### src/hdl/swfa_pkg.sv
// Shared types and constants for the sync word frame aligner.
// Used by every module of the block; depends on nothing.
package swfa_pkg;

    localparam int SYNC_PAT_W   = 32;
    localparam int SYNC_LEN_W   = 6;
    localparam int MAX_RESULTS  = 3;
    localparam int RUN_CNT_W    = 2;
    localparam int CFG_IDX_W    = 3;
    localparam int CFG_DATA_W   = 32;

    localparam logic [SYNC_PAT_W-1:0] RST_SYNC_PATTERN  = 32'd487184;
    localparam logic [SYNC_LEN_W-1:0] RST_SYNC_LENGTH   = 6'd19;
    localparam logic [7:0]            RST_FRAME_BYTES   = 8'd104;
    localparam logic [7:0]            RST_HEADER_FIRST  = 8'b11101101;
    localparam logic [7:0]            RST_HEADER_SECOND = 8'b11100010;

    // Bits of the first data byte already taken by the sync word tail
    localparam logic [2:0] FIRST_BIT_COUNT = 3'd3;
    localparam logic [2:0] LAST_BIT_COUNT  = 3'd7;
    localparam logic [7:0] HEADER0_POS     = 8'd0;
    localparam logic [7:0] HEADER1_POS     = 8'd1;
    localparam logic [7:0] FIRST_DATA_POS  = 8'd2;

    typedef enum logic [CFG_IDX_W-1:0] {
        CFG_SYNC_PATTERN  = 3'd0,
        CFG_SYNC_LENGTH   = 3'd1,
        CFG_FRAME_BYTES   = 3'd2,
        CFG_HEADER_FIRST  = 3'd3,
        CFG_HEADER_SECOND = 3'd4
    } cfg_idx_e;

    typedef struct packed {
        logic [SYNC_PAT_W-1:0] sync_pattern;
        logic [SYNC_LEN_W-1:0] sync_length;
        logic [7:0]            frame_bytes;
        logic [7:0]            header_first;
        logic [7:0]            header_second;
    } cfg_t;

    typedef struct packed {
        logic        bit_in;
        logic [31:0] time_tag;
    } in_item_t;

    typedef struct packed {
        logic [7:0]  data_byte;
        logic [7:0]  byte_index;
        logic [31:0] frame_time;
        logic        inverted;
        logic        frame_end;
        logic [15:0] frame_count;
        logic        run_last;
    } out_item_t;

    // All results caused by one input bit, oldest in item[0]
    typedef struct packed {
        out_item_t [MAX_RESULTS-1:0] item;
        logic [RUN_CNT_W-1:0]        count;
    } run_t;

endpackage

### src/hdl/swfa_cfg.sv
// Configuration register file of the sync word frame aligner.
// Depends on swfa_pkg for the register index codes and the cfg_t bundle.
module swfa_cfg
    import swfa_pkg::*;
(
    input  logic                  aclk,
    input  logic                  aresetn,
    input  logic                  cfg_valid,
    output logic                  cfg_ready,
    input  logic [CFG_IDX_W-1:0]  cfg_index,
    input  logic [CFG_DATA_W-1:0] cfg_data,
    output cfg_t                  cfg
);

    cfg_t cfg_reg;
    cfg_t cfg_next;

    assign cfg_ready = 1'b1;
    assign cfg      = cfg_reg;

    always_comb begin
        cfg_next = cfg_reg;
        if (cfg_valid) begin
            unique case (cfg_idx_e'(cfg_index))
                CFG_SYNC_PATTERN:  cfg_next.sync_pattern  = cfg_data[SYNC_PAT_W-1:0];
                CFG_SYNC_LENGTH:   cfg_next.sync_length   = cfg_data[SYNC_LEN_W-1:0];
                CFG_FRAME_BYTES:   cfg_next.frame_bytes   = cfg_data[7:0];
                CFG_HEADER_FIRST:  cfg_next.header_first  = cfg_data[7:0];
                CFG_HEADER_SECOND: cfg_next.header_second = cfg_data[7:0];
                default:           cfg_next = cfg_reg;  // drop unknown index
            endcase
        end
    end

    always_ff @(posedge aclk) begin
        if (!aresetn) begin
            cfg_reg.sync_pattern  <= RST_SYNC_PATTERN;
            cfg_reg.sync_length   <= RST_SYNC_LENGTH;
            cfg_reg.frame_bytes   <= RST_FRAME_BYTES;
            cfg_reg.header_first  <= RST_HEADER_FIRST;
            cfg_reg.header_second <= RST_HEADER_SECOND;
        end else begin
            cfg_reg <= cfg_next;
        end
    end

endmodule

### src/hdl/swfa_core.sv
// Input register, sync correlator and byte packer of the frame aligner.
// Depends on swfa_pkg; produces one run of up to three results per bit.
module swfa_core
    import swfa_pkg::*;
#(
    parameter int MAX_SYNC_BITS = 32
) (
    input  logic     aclk,
    input  logic     aresetn,
    input  cfg_t     cfg,
    input  logic     s_valid,
    output logic     s_ready,
    input  in_item_t s_data,
    output logic     run_valid,
    input  logic     run_ready,
    output run_t     run
);

    localparam int FW = $clog2(MAX_SYNC_BITS + 1);
    localparam int CW = (FW > SYNC_LEN_W) ? FW : SYNC_LEN_W;

    logic                     in_valid_reg;
    in_item_t                 in_reg;
    logic                     advance;

    logic [MAX_SYNC_BITS-1:0] hist_reg, hist_next;
    logic [FW-1:0]            fill_reg, fill_next;
    logic                     in_frame_reg, in_frame_next;
    logic                     pol_reg, pol_next;
    logic [2:0]               bcnt_reg, bcnt_next;
    logic [7:0]               acc_reg, acc_next;
    logic [7:0]               bpos_reg, bpos_next;
    logic [15:0]              frames_reg, frames_next;

    logic [CW-1:0]            len_raw, len_eff;
    logic [MAX_SYNC_BITS-1:0] len_mask, pat_ext, diff;
    logic                     hit_norm, hit_inv, sync_hit;
    logic                     byte_done, frame_done;
    logic [7:0]               acc_shift, bpos_inc;
    out_item_t                data_item, hdr0_item, hdr1_item;
    run_t                     run_c;

    // Effective sync length: zero means one, clamp to history depth
    assign len_raw = CW'(cfg.sync_length);
    always_comb begin
        if (len_raw == '0)
            len_eff = CW'(1);
        else if (len_raw > CW'(MAX_SYNC_BITS))
            len_eff = CW'(MAX_SYNC_BITS);
        else
            len_eff = len_raw;
        for (int i = 0; i < MAX_SYNC_BITS; i++) begin
            len_mask[i] = (CW'(i) < len_eff);
        end
    end

    // Byte packer for the open frame
    assign acc_shift  = {acc_reg[6:0], in_reg.bit_in ^ pol_reg};
    assign bpos_inc   = bpos_reg + 8'd1;
    assign byte_done  = in_frame_reg && (bcnt_reg == LAST_BIT_COUNT);
    assign frame_done = byte_done &&
                        ((bpos_inc >= cfg.frame_bytes) || (bpos_inc == 8'd0));

    // History shift and correlation against the pattern and its inverse
    assign hist_next = {hist_reg[MAX_SYNC_BITS-2:0], in_reg.bit_in};
    assign fill_next = (fill_reg < FW'(MAX_SYNC_BITS)) ? fill_reg + FW'(1) : fill_reg;
    assign pat_ext   = MAX_SYNC_BITS'(cfg.sync_pattern);
    assign diff      = hist_next ^ pat_ext;
    assign hit_norm  = ((diff & len_mask) == '0);
    assign hit_inv   = ((~diff & len_mask) == '0);
    assign sync_hit  = (!in_frame_reg || frame_done) && (CW'(fill_next) >= len_eff) &&
                       (hit_norm || hit_inv);

    always_comb begin
        data_item             = '0;
        data_item.data_byte   = acc_shift;
        data_item.byte_index  = bpos_reg;
        data_item.inverted    = pol_reg;
        data_item.frame_end   = frame_done;
        data_item.frame_count = frames_reg;

        hdr0_item             = '0;
        hdr0_item.data_byte   = cfg.header_first;
        hdr0_item.byte_index  = HEADER0_POS;
        hdr0_item.frame_time  = in_reg.time_tag;
        hdr0_item.inverted    = !hit_norm;
        hdr0_item.frame_count = frames_reg + 16'd1;

        hdr1_item             = hdr0_item;
        hdr1_item.data_byte   = cfg.header_second;
        hdr1_item.byte_index  = HEADER1_POS;
        hdr1_item.run_last    = 1'b1;

        run_c = '0;
        if (byte_done && sync_hit) begin
            run_c.item[0] = data_item;
            run_c.item[1] = hdr0_item;
            run_c.item[2] = hdr1_item;
            run_c.count   = RUN_CNT_W'(3);
        end else if (sync_hit) begin
            run_c.item[0] = hdr0_item;
            run_c.item[1] = hdr1_item;
            run_c.count   = RUN_CNT_W'(2);
        end else if (byte_done) begin
            run_c.item[0]          = data_item;
            run_c.item[0].run_last = 1'b1;
            run_c.count            = RUN_CNT_W'(1);
        end
    end

    // Next state of the frame tracker
    always_comb begin
        in_frame_next = in_frame_reg;
        pol_next      = pol_reg;
        bcnt_next     = bcnt_reg;
        acc_next      = acc_reg;
        bpos_next     = bpos_reg;
        frames_next   = frames_reg;
        if (in_frame_reg) begin
            if (byte_done) begin
                bcnt_next = '0;
                acc_next  = '0;
                bpos_next = bpos_inc;
                if (frame_done)
                    in_frame_next = 1'b0;
            end else begin
                bcnt_next = bcnt_reg + 3'd1;
                acc_next  = acc_shift;
            end
        end
        if (sync_hit) begin
            frames_next   = frames_reg + 16'd1;
            pol_next      = !hit_norm;
            in_frame_next = 1'b1;
            bpos_next     = FIRST_DATA_POS;
            bcnt_next     = FIRST_BIT_COUNT;
            acc_next      = '0;
        end
    end

    assign run_valid = in_valid_reg && (run_c.count != '0);
    assign run       = run_c;
    assign advance   = in_valid_reg && ((run_c.count == '0) || run_ready);
    assign s_ready   = !in_valid_reg || advance;

    always_ff @(posedge aclk) begin
        if (!aresetn) begin
            in_valid_reg <= 1'b0;
        end else if (s_ready) begin
            in_valid_reg <= s_valid;
        end
    end

    always_ff @(posedge aclk) begin
        if (s_valid && s_ready) begin
            in_reg <= s_data;
        end
    end

    always_ff @(posedge aclk) begin
        if (!aresetn) begin
            hist_reg     <= '0;
            fill_reg     <= '0;
            in_frame_reg <= 1'b0;
            pol_reg      <= 1'b0;
            bcnt_reg     <= '0;
            acc_reg      <= '0;
            bpos_reg     <= '0;
            frames_reg   <= '0;
        end else if (advance) begin
            hist_reg     <= hist_next;
            fill_reg     <= fill_next;
            in_frame_reg <= in_frame_next;
            pol_reg      <= pol_next;
            bcnt_reg     <= bcnt_next;
            acc_reg      <= acc_next;
            bpos_reg     <= bpos_next;
            frames_reg   <= frames_next;
        end
    end

endmodule

### src/hdl/swfa_out.sv
// Result register of the frame aligner: holds one run, hands it out item by item.
// Depends on swfa_pkg for run_t and out_item_t.
module swfa_out
    import swfa_pkg::*;
(
    input  logic      aclk,
    input  logic      aresetn,
    input  logic      run_valid,
    output logic      run_ready,
    input  run_t      run,
    output logic      m_valid,
    input  logic      m_ready,
    output out_item_t m_data
);

    logic                 valid_reg;
    run_t                 run_reg;
    logic [RUN_CNT_W-1:0] rd_reg;
    logic                 last;

    assign m_valid   = valid_reg;
    assign m_data    = run_reg.item[rd_reg];
    assign last      = run_reg.item[rd_reg].run_last;
    assign run_ready = !valid_reg || (m_ready && last);

    always_ff @(posedge aclk) begin
        if (!aresetn) begin
            valid_reg <= 1'b0;
            rd_reg    <= '0;
        end else if (run_valid && run_ready) begin
            valid_reg <= 1'b1;
            rd_reg    <= '0;
        end else if (valid_reg && m_ready) begin
            if (last)
                valid_reg <= 1'b0;
            else
                rd_reg <= rd_reg + RUN_CNT_W'(1);
        end
    end

    always_ff @(posedge aclk) begin
        if (run_valid && run_ready) begin
            run_reg <= run;
        end
    end

endmodule

### src/hdl/sync_word_frame_aligner.sv
// Top level of the sync word frame aligner.
// Depends on swfa_pkg, swfa_cfg, swfa_core and swfa_out.
//
// Usage:
//   s_* channel: one demodulated bit per transaction with its time tag.
//   m_* channel: one byte per transaction. On a sync word match (normal or
//   inverted) the two header bytes come out, both carrying the time tag
//   of the bit that completed sync; then every eight received bits give one
//   frame byte (the first after five) until frame_bytes bytes are out.
//   run_last marks the last result caused by one input bit.
//   cfg_* channel: register writes, always ready, index order is sync_pattern,
//   sync_length, frame_bytes, header_first, header_second. Write only while idle.
// Path: a bit accepted into the input register is evaluated there, and its
//   first result is registered in the result register, then shown on m_*.
// Throughput: one bit per cycle while the result register is free. A sync
//   burst of two or three results holds it until the last result is taken;
//   a bit with no result still passes, one with a result waits and drops s_ready.
// Reset (aresetn low, synchronous): history, frame tracker and frame counter
//   clear, registers return to defaults, both valids drop.
// Receiver stall: the result register holds; bits that cause no result keep
//   flowing, and the first one that causes a result waits in the input
//   register with s_ready low, so back-pressure reaches the sender.
module sync_word_frame_aligner
    import swfa_pkg::*;
#(
    parameter int MAX_SYNC_BITS = 32
) (
    input  logic                  aclk,
    input  logic                  aresetn,
    input  logic                  s_valid,
    output logic                  s_ready,
    input  in_item_t              s_data,
    output logic                  m_valid,
    input  logic                  m_ready,
    output out_item_t             m_data,
    input  logic                  cfg_valid,
    output logic                  cfg_ready,
    input  logic [CFG_IDX_W-1:0]  cfg_index,
    input  logic [CFG_DATA_W-1:0] cfg_data
);

    cfg_t cfg;
    logic run_valid;
    logic run_ready;
    run_t run;

    // Configuration registers
    swfa_cfg u_cfg (
        .aclk      (aclk),
        .aresetn   (aresetn),
        .cfg_valid (cfg_valid),
        .cfg_ready (cfg_ready),
        .cfg_index (cfg_index),
        .cfg_data  (cfg_data),
        .cfg       (cfg)
    );

    // Correlate, pack and advance the frame state, one bit per transaction
    swfa_core #(
        .MAX_SYNC_BITS (MAX_SYNC_BITS)
    ) u_core (
        .aclk      (aclk),
        .aresetn   (aresetn),
        .cfg       (cfg),
        .s_valid   (s_valid),
        .s_ready   (s_ready),
        .s_data    (s_data),
        .run_valid (run_valid),
        .run_ready (run_ready),
        .run       (run)
    );

    // Hold the run and hand it out one byte per transaction
    swfa_out u_out (
        .aclk      (aclk),
        .aresetn   (aresetn),
        .run_valid (run_valid),
        .run_ready (run_ready),
        .run       (run),
        .m_valid   (m_valid),
        .m_ready   (m_ready),
        .m_data    (m_data)
    );

endmodule

### config.mk
export PLATFORM = sky130hd
export DESIGN_NAME = sync_word_frame_aligner
export DESIGN_NICKNAME = d
export VERILOG_FILES = /design/src/hdl/swfa_pkg.sv /design/src/hdl/swfa_cfg.sv /design/src/hdl/swfa_core.sv /design/src/hdl/swfa_out.sv /design/src/hdl/sync_word_frame_aligner.sv
export SDC_FILE = /design/constraint.sdc
export NUM_CORES = 1
export LEC_CHECK = 0
export BUFFER_PORTS_ARGS = -buffer_cell sky130_fd_sc_hd__buf_2
export CAP_MARGIN = 10
export CORE_MARGIN = 1
export CORE_UTILIZATION = 54
export CTS_CLUSTER_DIAMETER = 60
export DETAILED_ROUTE_END_ITERATION = 7
export HOLD_SLACK_MARGIN = 0.1
export PLACE_DENSITY_LB_ADDON = 0.3
export SLEW_MARGIN = 40
export SYNTH_ARGS = -nofsm -noshare
export SYNTH_HDL_FRONTEND = slang
export SYNTH_SLANG_ARGS = --single-unit
### constraint.sdc
create_clock -name aclk -period 7.47 [get_ports aclk]
set_input_delay 0.747 -clock aclk [delete_from_list [all_inputs] [get_ports aclk]]
set_output_delay 0.747 -clock aclk [all_outputs]
set_load 0.01 [all_outputs]
==> summary.txt <==
Layout Area Growth over Synthesis -> 12.0%
Sequential share of the synthesized area -> 55.7%
Syn Area/Cell -> 10.5 sq um
Chip width -> 178 microns
Crit-path slowest cell -> a211oi_1
Commonest cells after routing, fill and taps aside -> nand2_1 (253), edfxtp_1 (216), buf_2 (140), dfxtp_1 (133), and3_1 (126)
First-pass GRT wire length -> 60200 microns
Die area -> 31500 sq um
Worst Clk Skew -> 0.0171 ns
Post-synth ARST share -> 0%
DRC Markers -> 0
RD Place Congestion -> 0.976
Dpl ws -> 2.38 ns
Post-CTS setup buffer count -> 0
GR Util met2 -> 41.8%
Num CTS Buffers -> 39
Hold-fix buffers at CTS -> 0
Total core area -> 30000 sq um
Cell Pwr Density -> 215 nW/um^2
CTS tree -> done
Initial core utilization -> 55.6%
Setup_tns -> 0 ns
DR WL/cell -> 18.5 microns
Post-synth top area share -> 39.0%
Count of final hold-check violations -> 0
Commonest non-fill, non-tap cell in the layout -> nand2_1
Synth warnings -> 0
Leakage -> 6.71 nW
Number of flip-flops in the largest register -> 183
IO Port Bufs -> 141
Ys flop type -> edfxtp_1
Via count -> 12029
Clock Path Buffers -> 3
GRT Util Overall -> 24.5%
Met3 Usage GRT -> 3.23%
# rows -> 63
Slew @ Worst Pin -> 0.826 ns
I/O pin total -> 143
Die Y -> 178 microns
Worst setup margin -> 2.58 ns
Slew headroom -> 44.9%
Final HPWL DP -> 23700 microns
Final core occ -> 62.3%
H-tree levels -> 2
Setup crit end kind -> output port
Status -> completed
Max incr delay on CP -> 0.57 ns
FF+latch count, synth -> 355
# clock sinks -> 355
Max Clock Freq -> 204 MHz
Root Buffer -> clkbuf_16
Yosys top cell by area -> edfxtp_1
Vias per cell -> 5.78
EDFF count, synth -> 216
Vias in the first global route -> 11560
Critical path type -> reg2out
Most area-consuming cells after synthesis -> edfxtp_1 (39%), dfxtp_1 (17%), mux2i_1 (5.9%)
Startpoint Class -> flip-flop
Skew-Pair Late Insertion Delay -> 0.54 ns
Worst EP arrival -> 4.14 ns
Grt met1 use -> 31.5%
Initial DRC count -> 1159
Grt total ovfl -> 0
Max Slew Vio Count -> 0
Critical Path RT -> 6.72 ns
Final Setup Violations -> 0
Max capacitance violation total -> 0
Clock-pin slew on the worst setup and hold paths -> 0.06 ns
Post-synthesis net count -> 1682
Worst min-delay path class -> in2reg
Diode count -> 0
Top Usage Layer GRT -> met2
Cells after synthesis -> 1589
Netlist cell types -> 69
Post-Syn Area -> 16600 sq um
Unrepaired setup endpoints after global routing -> false
Initial antenna violation count -> 0
Post-layout min period -> 4.89 ns
Crit-path cells -> buf_4, or2_2, nor3_1, nor2_1, nor2_1, ha_1, nand2b_1, a21o_1, a21o_1, a21o_1, a211oi_1, nor3_2, buf_4, a21oi_1, nor2_1, inv_1, buf_2
Layout cells sized above 1 -> 13.8%
Pin count of the biggest net entering global routing -> 118
Detailed Route WL -> 38500 microns
Crit-path max FO -> 34
Post-cts gate resize count -> 0
DRT Pass-1 Iters -> 5
Nets@finish -> 1757
VDD IR max -> 174 uV
Final ANT Viol Nets -> 0
Fill cell count -> 2460
Final period util -> 65.5%
## final timing paths
check | startpoint | endpoint | slack (ns) | depth (start not counted)
worst max-delay path | u_cfg.cfg[27] | s_ready | 2.58 | 17
worst max register to register | u_core.bpos_reg[0] | u_out.run_reg[29] | 2.79 | 12
worst min register to register | u_core.bcnt_reg[1] | u_core.bcnt_reg[1] | 0.46 | 2
worst min-delay path | s_data[20] | u_core.hdr0_item[39] | 0.38 | 1
## metal layers
| metal | routed length, microns | vias to the layer above | part of all wire [%] |
|---|---|---|---|
| li1 | - | 5798 | - |
| met1 | 16200 | 5766 | 42 |
| met2 | 18800 | 388 | 49 |
| met3 | 2140 | 77 | 5.6 |
| met4 | 1330 | 0 | 3.5 |
| met5 | 0 | - | 0 |
## power by group
group	internal [W]	switching (W)
logic	0.0000501	0.0000743
clock network	0.00104	0.000748
registers	0.00209	0.0000211
## cells in the mapped netlist (3+ instances only)
library cell	number
mux2i_1	98
a31oi_1	5
nand2b_1	5
nand2_1	253
clkbuf_2	3
a21oi_1	32
xor2_1	37
nor3_1	5
nor4_1	5
nor2b_1	42
o21ai_0	112
a32o_1	3
buf_2	14
ha_1	20
a21boi_0	39
edfxtp_1	216
or3_1	13
a211o_1	3
a21o_1	12
and3_1	126
xnor2_1	33
nor2_1	62
dfxtp_1	139
a21boi_1	6
and4_1	10
o22ai_1	6
nand3_1	50
o31ai_1	19
nand4_1	15
inv_1	20
a2bb2oi_1	3
o21a_1	5
o211ai_1	7
and2_1	22
clkbuf_1	95
o311ai_0	3
or2_2	5
or4_1	3
buf_6	5
## cell type report
cell class / count / area, sq um / share of cell area, %
Sequential cell: 355 / 9280 / 49.7
Multi-Input combinational cell: 1090 / 6760 / 36.2
Clock buffer: 58 / 1080 / 5.78
Timing Repair Buffer: 158 / 851 / 4.56
Tap cell: 390 / 488 / 2.62
Clock inverter: 11 / 118 / 0.631
Inverter: 20 / 82.6 / 0.443
## cell families after synthesis
logic type | synth area share (%)
compound gates | 10.6
xor+xnor | 3.68
fa+ha+maj | 1.56
buf+inv | 3.91
flops | 55.7
mux | 6.03
other cells | 0.0225
simple gates | 18.5
## critical path: cells and delay by family (launching register included)
kind | cells | cell delay, ns
AND/OR/NAND/NOR | 7 | 0.98
AO/OA/AOI/OAI | 5 | 1.36
buffers and inverters | 4 | 0.74
flip-flops | 1 | 0.29
adder cells (fa/ha/maj) | 1 | 0.23
## stage by stage
| step | hold slack [ns] | power [W] | instance area [sq um] | cells |
|---|---|---|---|---|
| final | 0.381 | 0.00402 | 18700 | 2082 |
| after global routing | 0.371 | 0.00415 | 18700 | 2082 |
| after CTS | 0.369 | 0.00405 | 18600 | 2082 |
| after detailed placement | 0.450 | 0.00227 | 17500 | 2013 |
| after global placement | 0.438 | 0.00227 | 17400 | 2013 |
| after floorplan | 0.428 | 0.00222 | 16600 | 1589 |
(Power assumes the default switching activity.)
